File: src/hdl/bounded_edit_distance_core_macros.svh
// ----------------------------------------------------------------------------
// bounded_edit_distance_core_macros.svh
// Assertion helpers shared by the edit distance core.
// ----------------------------------------------------------------------------
`ifndef BOUNDED_EDIT_DISTANCE_CORE_MACROS_SVH
`define BOUNDED_EDIT_DISTANCE_CORE_MACROS_SVH

// same-cycle implication
`define BED_ASSERT_SAME(lbl, clk, rst_n, ante, cons) \
	lbl: assert property (@(posedge clk) disable iff (!rst_n) (ante) |-> (cons)) \
		else $error("assertion failed");

// next-cycle implication
`define BED_ASSERT_NEXT(lbl, clk, rst_n, ante, cons) \
	lbl: assert property (@(posedge clk) disable iff (!rst_n) (ante) |=> (cons)) \
		else $error("assertion failed");

`endif

File: src/hdl/bed_pkg.sv
// ----------------------------------------------------------------------------
// bed_pkg
// Types and constants of the bounded edit distance core.
// ----------------------------------------------------------------------------
package bed_pkg;

	localparam int DIST_W  = 6;
	localparam int CH_W    = 8;
	localparam int MODE_W  = 2;
	localparam int PADDR_W = 3;
	localparam int PDATA_W = 32;

	localparam logic [MODE_W-1:0] MODE_FIRST   = 2'd0;
	localparam logic [MODE_W-1:0] MODE_SECOND  = 2'd1;
	localparam logic [MODE_W-1:0] MODE_COMPUTE = 2'd2;

	// register word index (paddr above the byte offset)
	localparam logic [PADDR_W-3:0] REG_MAX_DIST = 1'd0;
	localparam logic [DIST_W-1:0]  MAX_DIST_RST = 6'd3;

	typedef struct packed {
		logic [MODE_W-1:0] mode;
		logic [CH_W-1:0]   ch;
	} in_item_t;

	typedef struct packed {
		logic [DIST_W-1:0] distance;
		logic              overflow;
	} out_item_t;

	typedef struct packed {
		logic              init;
		logic              step;
		logic              first_row;
		logic [DIST_W-1:0] init_diag;
		logic [DIST_W-1:0] init_left;
		logic [DIST_W-1:0] up_col;
	} cell_ctrl_t;

	typedef struct packed {
		logic [DIST_W-1:0] value;
		logic [DIST_W-1:0] row_min;
	} cell_stat_t;

endpackage

File: src/hdl/bed_ram.sv
// ----------------------------------------------------------------------------
// bed_ram
// Generic simple dual-port RAM, one write port, one registered read port.
// ----------------------------------------------------------------------------
module bed_ram #(
	parameter int WIDTH = 8,
	parameter int DEPTH = 32
) (
	input  logic                     clk,
	input  logic                     we,
	input  logic [$clog2(DEPTH)-1:0] waddr,
	input  logic [WIDTH-1:0]         wdata,
	input  logic [$clog2(DEPTH)-1:0] raddr,
	output logic [WIDTH-1:0]         rdata
);

	logic [WIDTH-1:0] mem_q [DEPTH];

	always_ff @(posedge clk) begin
		if (we) begin
			mem_q[waddr] <= wdata;
		end
		rdata <= mem_q[raddr];
	end

endmodule

File: src/hdl/bed_cell.sv
// ----------------------------------------------------------------------------
// bed_cell
// Shared table cell unit: one min-of-three update per step, with the
// left, diagonal and running row minimum held between steps.
// ----------------------------------------------------------------------------
module bed_cell (
	input  logic                      clk,
	input  bed_pkg::cell_ctrl_t       ctrl,
	input  logic [bed_pkg::CH_W-1:0]  ch_a,
	input  logic [bed_pkg::CH_W-1:0]  ch_b,
	input  logic [bed_pkg::DIST_W-1:0] up_mem,
	output bed_pkg::cell_stat_t       stat
);

	logic [bed_pkg::DIST_W-1:0] left_q, diag_q, min_q;
	logic [bed_pkg::DIST_W-1:0] up, del_v, ins_v, sub_v, m1, v;
	logic                       cost;

	always_comb begin
		// first row of the table is simply the column index
		up    = ctrl.first_row ? ctrl.up_col : up_mem;
		cost  = (ch_a != ch_b);
		del_v = left_q + bed_pkg::DIST_W'(1);
		ins_v = up + bed_pkg::DIST_W'(1);
		sub_v = diag_q + bed_pkg::DIST_W'(cost);
		m1    = (del_v < ins_v) ? del_v : ins_v;
		v     = (m1 < sub_v) ? m1 : sub_v;
		stat.value   = v;
		stat.row_min = (v < min_q) ? v : min_q;
	end

	always_ff @(posedge clk) begin
		if (ctrl.init) begin
			diag_q <= ctrl.init_diag;
			left_q <= ctrl.init_left;
			min_q  <= ctrl.init_left;
		end else if (ctrl.step) begin
			diag_q <= up;
			left_q <= v;
			min_q  <= stat.row_min;
		end
	end

endmodule

File: src/hdl/bounded_edit_distance_core.sv
// ----------------------------------------------------------------------------
// bounded_edit_distance_core
// Loads two words a byte per item (mode 0: first word, mode 1: second word,
// mode 3: ignored) and on mode 2 returns their Levenshtein distance plus the
// overflow flag, then clears both words. A compute walks the table one entry
// per cycle through a single min-of-three cell unit, with an S_FETCH step
// before each row to fetch the first word's byte and re-read column one of
// the row RAM; an empty word skips the walk. The result then waits for the
// result slot. After each row, a row minimum above max_distance ends the
// work and max_distance+1 is reported. Characters past MAX_LEN are dropped
// and flagged. The core is not ready while a compute runs; a result waits in
// its own output register, so loads proceed while it is unread.
// max_distance lives at byte address 0 of the APB port (reset 3).
// ----------------------------------------------------------------------------
`include "bounded_edit_distance_core_macros.svh"

module bounded_edit_distance_core #(
	parameter int MAX_LEN = 32
) (
	input  logic                          clk,
	input  logic                          arst_n,
	input  logic                          psel,
	input  logic                          penable,
	input  logic                          pwrite,
	input  logic [bed_pkg::PADDR_W-1:0]   paddr,
	input  logic [bed_pkg::PDATA_W-1:0]   pwdata,
	output logic [bed_pkg::PDATA_W-1:0]   prdata,
	output logic                          pready,
	input  logic                          in_valid,
	output logic                          in_ready,
	input  bed_pkg::in_item_t             in_data,
	output logic                          out_valid,
	input  logic                          out_ready,
	output bed_pkg::out_item_t            out_data
);

	localparam int AW = $clog2(MAX_LEN);
	localparam int LW = $clog2(MAX_LEN + 1);
	localparam int DW = bed_pkg::DIST_W;

	typedef enum logic [3:0] {
		S_IDLE  = 4'b0001,
		S_FETCH = 4'b0010,
		S_CELL  = 4'b0100,
		S_DONE  = 4'b1000
	} state_t;

	state_t              state_q;
	logic [DW-1:0]       max_q;
	logic [LW-1:0]       len_a_q, len_b_q;
	logic                ovf_q;
	logic [AW-1:0]       i_q, jc_q;
	logic                first_row_q;
	logic                out_valid_q;
	bed_pkg::out_item_t  res_q, out_q;

	logic                in_fire, out_free, cfg_we, reg_hit;
	logic                a_full, b_full, row_end, last_row;
	logic [AW-1:0]       la_m1, lb_m1, rd_col;
	logic [LW-1:0]       la_dec, lb_dec;
	logic                wa_we, wb_we;
	logic [bed_pkg::CH_W-1:0] fw_rdata, sw_rdata;
	logic [DW-1:0]       row_rdata;
	bed_pkg::cell_ctrl_t cell_ctrl;
	bed_pkg::cell_stat_t cell_stat;

	// configuration port
	assign pready  = 1'b1;
	assign reg_hit = (paddr[bed_pkg::PADDR_W-1:2] == bed_pkg::REG_MAX_DIST);
	assign cfg_we  = psel && penable && pwrite && reg_hit;
	assign prdata  = reg_hit ? bed_pkg::PDATA_W'(max_q) : '0;

	assign in_ready  = (state_q == S_IDLE);
	assign in_fire   = in_valid && in_ready;
	assign out_free  = !out_valid_q || out_ready;
	assign out_valid = out_valid_q;
	assign out_data  = out_q;

	assign a_full   = (len_a_q >= LW'(MAX_LEN));
	assign b_full   = (len_b_q >= LW'(MAX_LEN));
	assign la_dec   = len_a_q - LW'(1);
	assign lb_dec   = len_b_q - LW'(1);
	assign la_m1    = la_dec[AW-1:0];
	assign lb_m1    = lb_dec[AW-1:0];
	assign row_end  = (jc_q == lb_m1);
	assign last_row = (i_q == la_m1);

	// read one column ahead of the cell; hold at the last column
	always_comb begin
		if (state_q == S_CELL) begin
			rd_col = row_end ? jc_q : jc_q + AW'(1);
		end else begin
			rd_col = '0;
		end
	end

	assign wa_we = in_fire && (in_data.mode == bed_pkg::MODE_FIRST) && !a_full;
	assign wb_we = in_fire && (in_data.mode == bed_pkg::MODE_SECOND) && !b_full;

	bed_ram #(.WIDTH(bed_pkg::CH_W), .DEPTH(MAX_LEN)) u_first_word (
		.clk   (clk),
		.we    (wa_we),
		.waddr (len_a_q[AW-1:0]),
		.wdata (in_data.ch),
		.raddr (i_q),
		.rdata (fw_rdata)
	);

	bed_ram #(.WIDTH(bed_pkg::CH_W), .DEPTH(MAX_LEN)) u_second_word (
		.clk   (clk),
		.we    (wb_we),
		.waddr (len_b_q[AW-1:0]),
		.wdata (in_data.ch),
		.raddr (rd_col),
		.rdata (sw_rdata)
	);

	// one row, entry k holds table column k+1; column 0 is implied by the row index
	bed_ram #(.WIDTH(DW), .DEPTH(MAX_LEN)) u_row (
		.clk   (clk),
		.we    (state_q == S_CELL),
		.waddr (jc_q),
		.wdata (cell_stat.value),
		.raddr (rd_col),
		.rdata (row_rdata)
	);

	always_comb begin
		cell_ctrl.init      = (state_q == S_FETCH);
		cell_ctrl.step      = (state_q == S_CELL);
		cell_ctrl.first_row = first_row_q;
		cell_ctrl.init_diag = DW'(i_q);
		cell_ctrl.init_left = DW'(i_q) + DW'(1);
		cell_ctrl.up_col    = DW'(jc_q) + DW'(1);
	end

	bed_cell u_cell (
		.clk    (clk),
		.ctrl   (cell_ctrl),
		.ch_a   (fw_rdata),
		.ch_b   (sw_rdata),
		.up_mem (row_rdata),
		.stat   (cell_stat)
	);

	// sequencer
	always_ff @(posedge clk or negedge arst_n) begin
		if (!arst_n) begin
			state_q     <= S_IDLE;
			max_q       <= bed_pkg::MAX_DIST_RST;
			len_a_q     <= '0;
			len_b_q     <= '0;
			ovf_q       <= 1'b0;
			i_q         <= '0;
			jc_q        <= '0;
			first_row_q <= 1'b0;
			out_valid_q <= 1'b0;
		end else begin
			if (cfg_we) begin
				max_q <= pwdata[DW-1:0];
			end
			// a new result may replace the one taken in the same cycle
			if (state_q == S_DONE && out_free) begin
				out_valid_q <= 1'b1;
			end else if (out_valid_q && out_ready) begin
				out_valid_q <= 1'b0;
			end
			unique case (state_q)
				S_IDLE: begin
					if (in_fire) begin
						case (in_data.mode)
							bed_pkg::MODE_FIRST: begin
								if (a_full) ovf_q <= 1'b1;
								else len_a_q <= len_a_q + LW'(1);
							end
							bed_pkg::MODE_SECOND: begin
								if (b_full) ovf_q <= 1'b1;
								else len_b_q <= len_b_q + LW'(1);
							end
							bed_pkg::MODE_COMPUTE: begin
								i_q         <= '0;
								first_row_q <= 1'b1;
								if (len_a_q == '0 || len_b_q == '0) begin
									state_q <= S_DONE;
								end else begin
									state_q <= S_FETCH;
								end
							end
							default: ;
						endcase
					end
				end
				S_FETCH: begin
					jc_q    <= '0;
					state_q <= S_CELL;
				end
				S_CELL: begin
					if (row_end) begin
						if (cell_stat.row_min > max_q || last_row) begin
							state_q <= S_DONE;
						end else begin
							i_q         <= i_q + AW'(1);
							first_row_q <= 1'b0;
							state_q     <= S_FETCH;
						end
					end else begin
						jc_q <= jc_q + AW'(1);
					end
				end
				S_DONE: begin
					if (out_free) begin
						len_a_q     <= '0;
						len_b_q     <= '0;
						ovf_q       <= 1'b0;
						state_q     <= S_IDLE;
					end
				end
				default: state_q <= S_IDLE;
			endcase
		end
	end

	// result payload
	always_ff @(posedge clk) begin
		if (in_fire && in_data.mode == bed_pkg::MODE_COMPUTE) begin
			res_q.overflow <= ovf_q;
			if (len_a_q == '0) begin
				res_q.distance <= DW'(len_b_q);
			end else begin
				res_q.distance <= DW'(len_a_q);
			end
		end
		if (state_q == S_CELL && row_end) begin
			if (cell_stat.row_min > max_q) begin
				res_q.distance <= max_q + DW'(1);
			end else begin
				res_q.distance <= cell_stat.value;
			end
		end
		if (state_q == S_DONE && out_free) begin
			out_q <= res_q;
		end
	end

	`BED_ASSERT_NEXT(a_busy_after_compute, clk, arst_n, in_fire && in_data.mode == bed_pkg::MODE_COMPUTE, !in_ready)
	`BED_ASSERT_SAME(a_cell_in_range, clk, arst_n, state_q == S_CELL, LW'(jc_q) < len_b_q && LW'(i_q) < len_a_q)
	`BED_ASSERT_NEXT(a_done_clears, clk, arst_n, state_q == S_DONE && out_free, out_valid && len_a_q == '0 && len_b_q == '0 && !ovf_q)

endmodule

File: config.mk
export PLATFORM = sky130hd
export DESIGN_NAME = bounded_edit_distance_core
export DESIGN_NICKNAME = d
export VERILOG_FILES = /design/src/hdl/bed_pkg.sv /design/src/hdl/bed_ram.sv /design/src/hdl/bed_cell.sv /design/src/hdl/bounded_edit_distance_core.sv
export VERILOG_INCLUDE_DIRS = /design/src /design/src/hdl
export SDC_FILE = /design/constraint.sdc
export NUM_CORES = 1
export LEC_CHECK = 0
export BUFFER_PORTS_ARGS = -buffer_cell sky130_fd_sc_hd__buf_4
export CAP_MARGIN = 5
export CELL_PAD_IN_SITES_DETAIL_PLACEMENT = 2
export CELL_PAD_IN_SITES_GLOBAL_PLACEMENT = 2
export CORE_MARGIN = 8
export CORE_UTILIZATION = 30
export DETAILED_ROUTE_END_ITERATION = 8
export PLACE_DENSITY = 0.63
export SYNTH_ARGS = -nofsm -noshare
export SYNTH_HDL_FRONTEND = slang
export SYNTH_HIERARCHICAL = 1
export SYNTH_SLANG_ARGS = --single-unit
File: constraint.sdc
create_clock -name clk -period 9.66 [get_ports clk]
set_clock_uncertainty 0.05 [all_clocks]
set_input_delay 2.415 -clock clk [delete_from_list [all_inputs] [get_ports clk]]
set_output_delay 2.415 -clock clk [all_outputs]
set_load 0.02 [all_outputs]
* Word level (Yosys, flattened, before mapping)
Memories as Yosys holds them, arrays and structs flattened. A register that Yosys moved wholly into a read port is not among the register bits.
Cells that the tools add are included.
** Word-level totals
- Flip-flop bits (word level) :: 67
- Memory bits (writable) :: 704
- Bits of input ports :: 52
- Output and inout port bits :: 42
- Logic and storage cells :: 149
- Memories :: 3
** Memory list
- u_first_word.mem_q :: depth 32, width 8, read ports 1, clocked after memory_dff 1, wr ports 1, line bed_ram.sv:17 : logic [WIDTH-1:0] mem_q [DEPTH];
- u_second_word.mem_q :: depth 32, width 8, read ports 1, clocked after memory_dff 1, wr ports 1, line bed_ram.sv:17
- u_row.mem_q :: depth 32, width 6, read ports 1, clocked after memory_dff 1, wr ports 1, line bed_ram.sv:17
** Cells by class
- Add/sub/neg operators :: 12
- Order comparisons :: 6
- Equality and inequality tests :: 21
- Muxes and demuxes :: 58
- Bitwise operators :: 1
- Reduce and logical (&&, ||, !) cells :: 31
** Operator list (number)
- two-way mux 6 bit :: 19
- two-way mux 5 bit :: 8
- adder 6 x 1 -> 6 bit (second input constant) :: 5
- two-way mux 4 bit :: 6
- case mux 6 bit (2 select lines) :: 2
- case mux 5 bit (2 select lines) :: 2
- < comparator 6 bit :: 3
- two-way mux 1 bit :: 16
- case mux 4 bit (4 select lines) :: 1
- AND reduction 5 bit :: 3
- adder 5 x 1 -> 6 bit (second input constant) :: 2
- >= comparator 6 bit (second input constant) :: 2
- logical AND 1 bit :: 12
- logical NOT 6 bit :: 2
- adder 5 x 1 -> 5 bit (second input constant) :: 2
- == test 5 bit :: 2
- inequality test 2 bit (second input constant) :: 5
- nonzero test 2 bit :: 5
- subtractor 5 x 1 -> 5 bit (second input constant) :: 2
- inequality test 2 x 1 -> 1 bit (second input constant) :: 4
- inequality test 8 bit :: 1
- two-way mux 7 bit :: 1
- adder 6 x 1 -> 6 bit :: 1
- > comparator 6 bit :: 1
- other kinds (15) :: 22

* Depth between registers and ports, before layout
- Word-level depth :: 14
- Depth in mapped cells :: 36

* By module
The synthesis kept the hierarchy.
** Modules (own cells, without submodules)
- bed_ram at u_first_word ... :: times used 2, cells an instance 417, area an instance 10053.4 sq um, sequential area each 7847.5 sq um
- bed_ram at u_row :: times used 1, cells an instance 323, area an instance 7589.8 sq um, sequential area each 5885.6 sq um
- bounded_edit_distance_core :: times used 1, cells an instance 312, area an instance 3148.0 sq um, sequential area each 1300.0 sq um
- bed_cell :: times used 1, cells an instance 213, area an instance 2078.2 sq um, sequential area each 540.5 sq um

* Worst setup path before layout
No wires, ideal clock.
- Kind :: reg2reg
- From :: register jc_q[2]
- To :: register res_q[1] in the netlist's numbering (data pin)
- Library setup time :: 0.270 ns
- Arrival time :: 8.093 ns
- Required time :: 9.340 ns
- Setup slack :: 1.247 ns
- Stages on the path, launching flop included :: 34
- Path buffers :: 3
- Clock period less this slack :: 8.413 ns
- Cells stage by stage :: dfrtp_1 -> buf_2 -> nand3_1 -> xnor2_1 -> nand3_1 -> a21boi_0 -> xor2_1 -> ha_1 -> a21oi_1 -> o21ai_2 -> maj3_2 -> o21ai_0 -> inv_1 -> ha_1 -> a21o_1 -> a21o_1 -> a221o_1 -> a31oi_4 -> mux2i_1 -> ha_1 -> and4_1 -> nand2_1 -> nor2_1 -> a21boi_2 -> and2_1 -> buf_6 -> mux2_4 -> ha_1 -> and4_1 -> and3_1 -> a31oi_1 -> clkbuf_1 -> mux2i_1 -> o22ai_1
** RTL lines
- start: declaration :: line bounded_edit_distance_core.sv:52 : logic [AW-1:0] i_q, jc_q;
- start signal: assignment :: line bounded_edit_distance_core.sv:207 : jc_q <= jc_q + AW'(1);
- end: declaration :: line bounded_edit_distance_core.sv:55 : bed_pkg::out_item_t res_q, out_q;

==> impl_metrics.ini <==
[yosys]
synth_edf_count = 736
synth_warnings = 6
yosys-top-cells-area = edfxtp_1, mux4_2, dfrtp_1, nor2_1, dfxtp_1
synth_cells = 1682
synth_top_cells_by_count = edfxtp_1, mux4_2, nor2_1, buf_4, nand2_1
synth_ff_type = edfxtp_1
ys_ff_latch = 793
yosys.cell_types.count = 84
yosys.area.top_type_share = 0.671
synthArstFlopShare = 0.0441
synth_top_area_cell = edfxtp_1
syn_avg_cell_area_sq_um = 19.6
netlist_area_sq_um = 32900
synth_most_common_cell = edfxtp_1
yosysSeqAreaShare = 0.711

[place]
place_ws_ns = 0.797
dp_cells = 3078
io_buffers = 38
dpl_cell_area_sq_um = 34700
gp_congestion = 0.750
place_hpwl_mm = 50.9

[timing]
final.setup.tns_ns = 0
holdWs_ns = 0.374
timing.final.crit_share = 0.914
fmax_mhz = 113
rsz0062_at_grt = no
worst_slack_ns = 0.834
setup_viol = 0
worstMarginPinSlew_ns = 1.25
drv_slew = 0
finalCriticalPeriod_ns = 8.83
max-slew-margin-rel = 0.165
hold_violations = 0

[detailed_routing]
vias = 16100
drc_errors = 0
drt_iter0_markers = 1066
ant_nets = 0
routed_via_density = 4.99
wl_mm = 81.9
wl_per_cell_um = 25.3
firstDrtPassIters = 7

[clock_tree]
cts-hold-fix-buffers = 0
numCtsBuffers = 84
path_clk_slew_ns = 0.06
tritoncts = built
cts_root_buf = clkbuf_16
cts_setup_buffers = 0
clockBufferDepth = 3
numClockSinks = 793
post_cts_resized = 0
htreeDepth = 3
clkLatencyLatePin_ns = 0.64

[layout]
stdcell_area_sq_um = 37600
drive_above_1_share = 0.275
stdcell_count = 3235
utilization = 0.345
area_growth_syn_to_layout_pct = 14.1
insertedDiodeCount = 0
layout.nets = 1836

[floorplan]
core_area_sq_um = 109000
die_w_um = 347
start_util = 0.302
die_h_um = 347
pin_count = 94
rows = 121
die_area_sq_um = 121000

[worst_setup_path]
critPathMaxFanout = 37
cp_slowest_stage_delay_ns = 0.55
cpMostUsedCell = ha_1
crit_type = flop to flop
end_kind = flop
cp_slowest_cell = dfrtp_1
critPathArrivalTime_ns = 9.30
startpoint_type = flop
cp.required_ns = 10.14

[global_routing]
grt_max_degree = 113
grtUsageTotal = 0.134
grt_pass1_wl_mm = 123
grt_pass1_vias = 17900
antenna_found_initial = 3
overflow = 0

[pwr]
ir_drop_mv = 0.213
powerDensity_nw_per_um2 = 229
finalPower_mw = 8.61
leakage_nw = 11.8

[run_status]
status = complete, no violations

[min_path]
hold_class = flop to flop

[run]
maxCapViolCount = 0
[worst max-delay path, delay by kind of cell, from the launching register on]
family	cells	cell delay [ns]
AOI/OAI and AO/OA	11	2.44
xor gates and xnor gates	2	0.62
adders and majority gates	5	1.59
buffers and inverters	3	0.49
DFF	1	0.55
muxes	3	1.14
and+or+nand+nor	9	1.85
[flip-flops by register name (all words and copies together), names as in the netlist, 7 cells and up]
| name | flops |
|---|---|
| u_first_word/mem_q | 256 |
| u_second_word/mem_q | 256 |
| u_row/mem_q | 192 |
| u_first_word/rdata | 8 |
| u_second_word/rdata | 8 |
| out_data | 7 |
| res_q | 7 |
[kinds of logic (layout without fill, tap and decap cells)]
family,count (synthesis),count (layout),share of synthesized area
fa+ha+maj,34,34,0.0129
xor+xnor,51,51,0.0141
buf+inv,134,247,0.0219
simple gates,279,279,0.0428
other cells,2,28,0.000228
flops,793,793,0.711
compound gates,110,110,0.0254
mux,279,279,0.171
[layout make-up]
type | count | area, sq um
fillers | 10600 | 71300
flip-flops and latches | 793 | 23400
multi-input cells | 781 | 8930
clock buffers | 107 | 2270
well taps | 1414 | 1770
clock inverters | 49 | 564
repair buffers | 56 | 453
inverters | 35 | 133
[routing by layer]
| layer | global-route usage | share of wire | up-vias |
|---|---|---|---|
| met5 | 0 | 0 | - |
| met4 | 0.0333 | 0.019 | 0 |
| met3 | 0.0213 | 0.037 | 92 |
| met2 | 0.223 | 0.49 | 303 |
| met1 | 0.185 | 0.45 | 8839 |
| li1 | - | - | 6908 |
[final timing paths]
kind | startpoint | end | slack (ns) | depth (start not counted)
worst max-delay path | jc_q[0] | i_q[0] | 0.83 | 33
worst min-delay path | res_q[3] | out_data[3] | 0.37 | 0
worst max register to register | jc_q[0] | i_q[0] | 0.83 | 33
worst min register to register | res_q[3] | out_data[3] | 0.37 | 0
max in group asynchronous | arst_n | i_q[0] | 7.49 | 1
min in group asynchronous | arst_n | max_q[2] | 1.67 | 1
[cells in the final DEF (no fill, tap or decap), types with 8 or more instances in the layout]
master / instances
a21o_1: 9
a21oi_1: 20
buf_4: 54
bufinv_16: 8
clkbuf_1: 17
clkbuf_16: 86
clkinv_1: 13
clkinv_2: 18
conb_1: 28
dfrtp_1: 30
dfxtp_1: 22
edfxtp_1: 736
ha_1: 33
inv_1: 33
mux2_2: 33
mux2_4: 10
mux2i_1: 14
mux4_2: 220
nand2_1: 36
nand3_1: 22
nand3b_1: 19
nor2_1: 136
o21ai_0: 23
o22ai_1: 8
or3b_2: 9
xnor2_1: 27
xor2_1: 23
[power breakdown]
| part | internal [mW] | leakage (nW) | switching, mW |
|---|---|---|---|
| logic | 0.475 | 3.14 | 0.753 |
| clock network | 1.90 | 1.38 | 1.40 |
| registers | 3.98 | 7.29 | 0.104 |
Note: power is estimated with default switching activity, not from simulation.
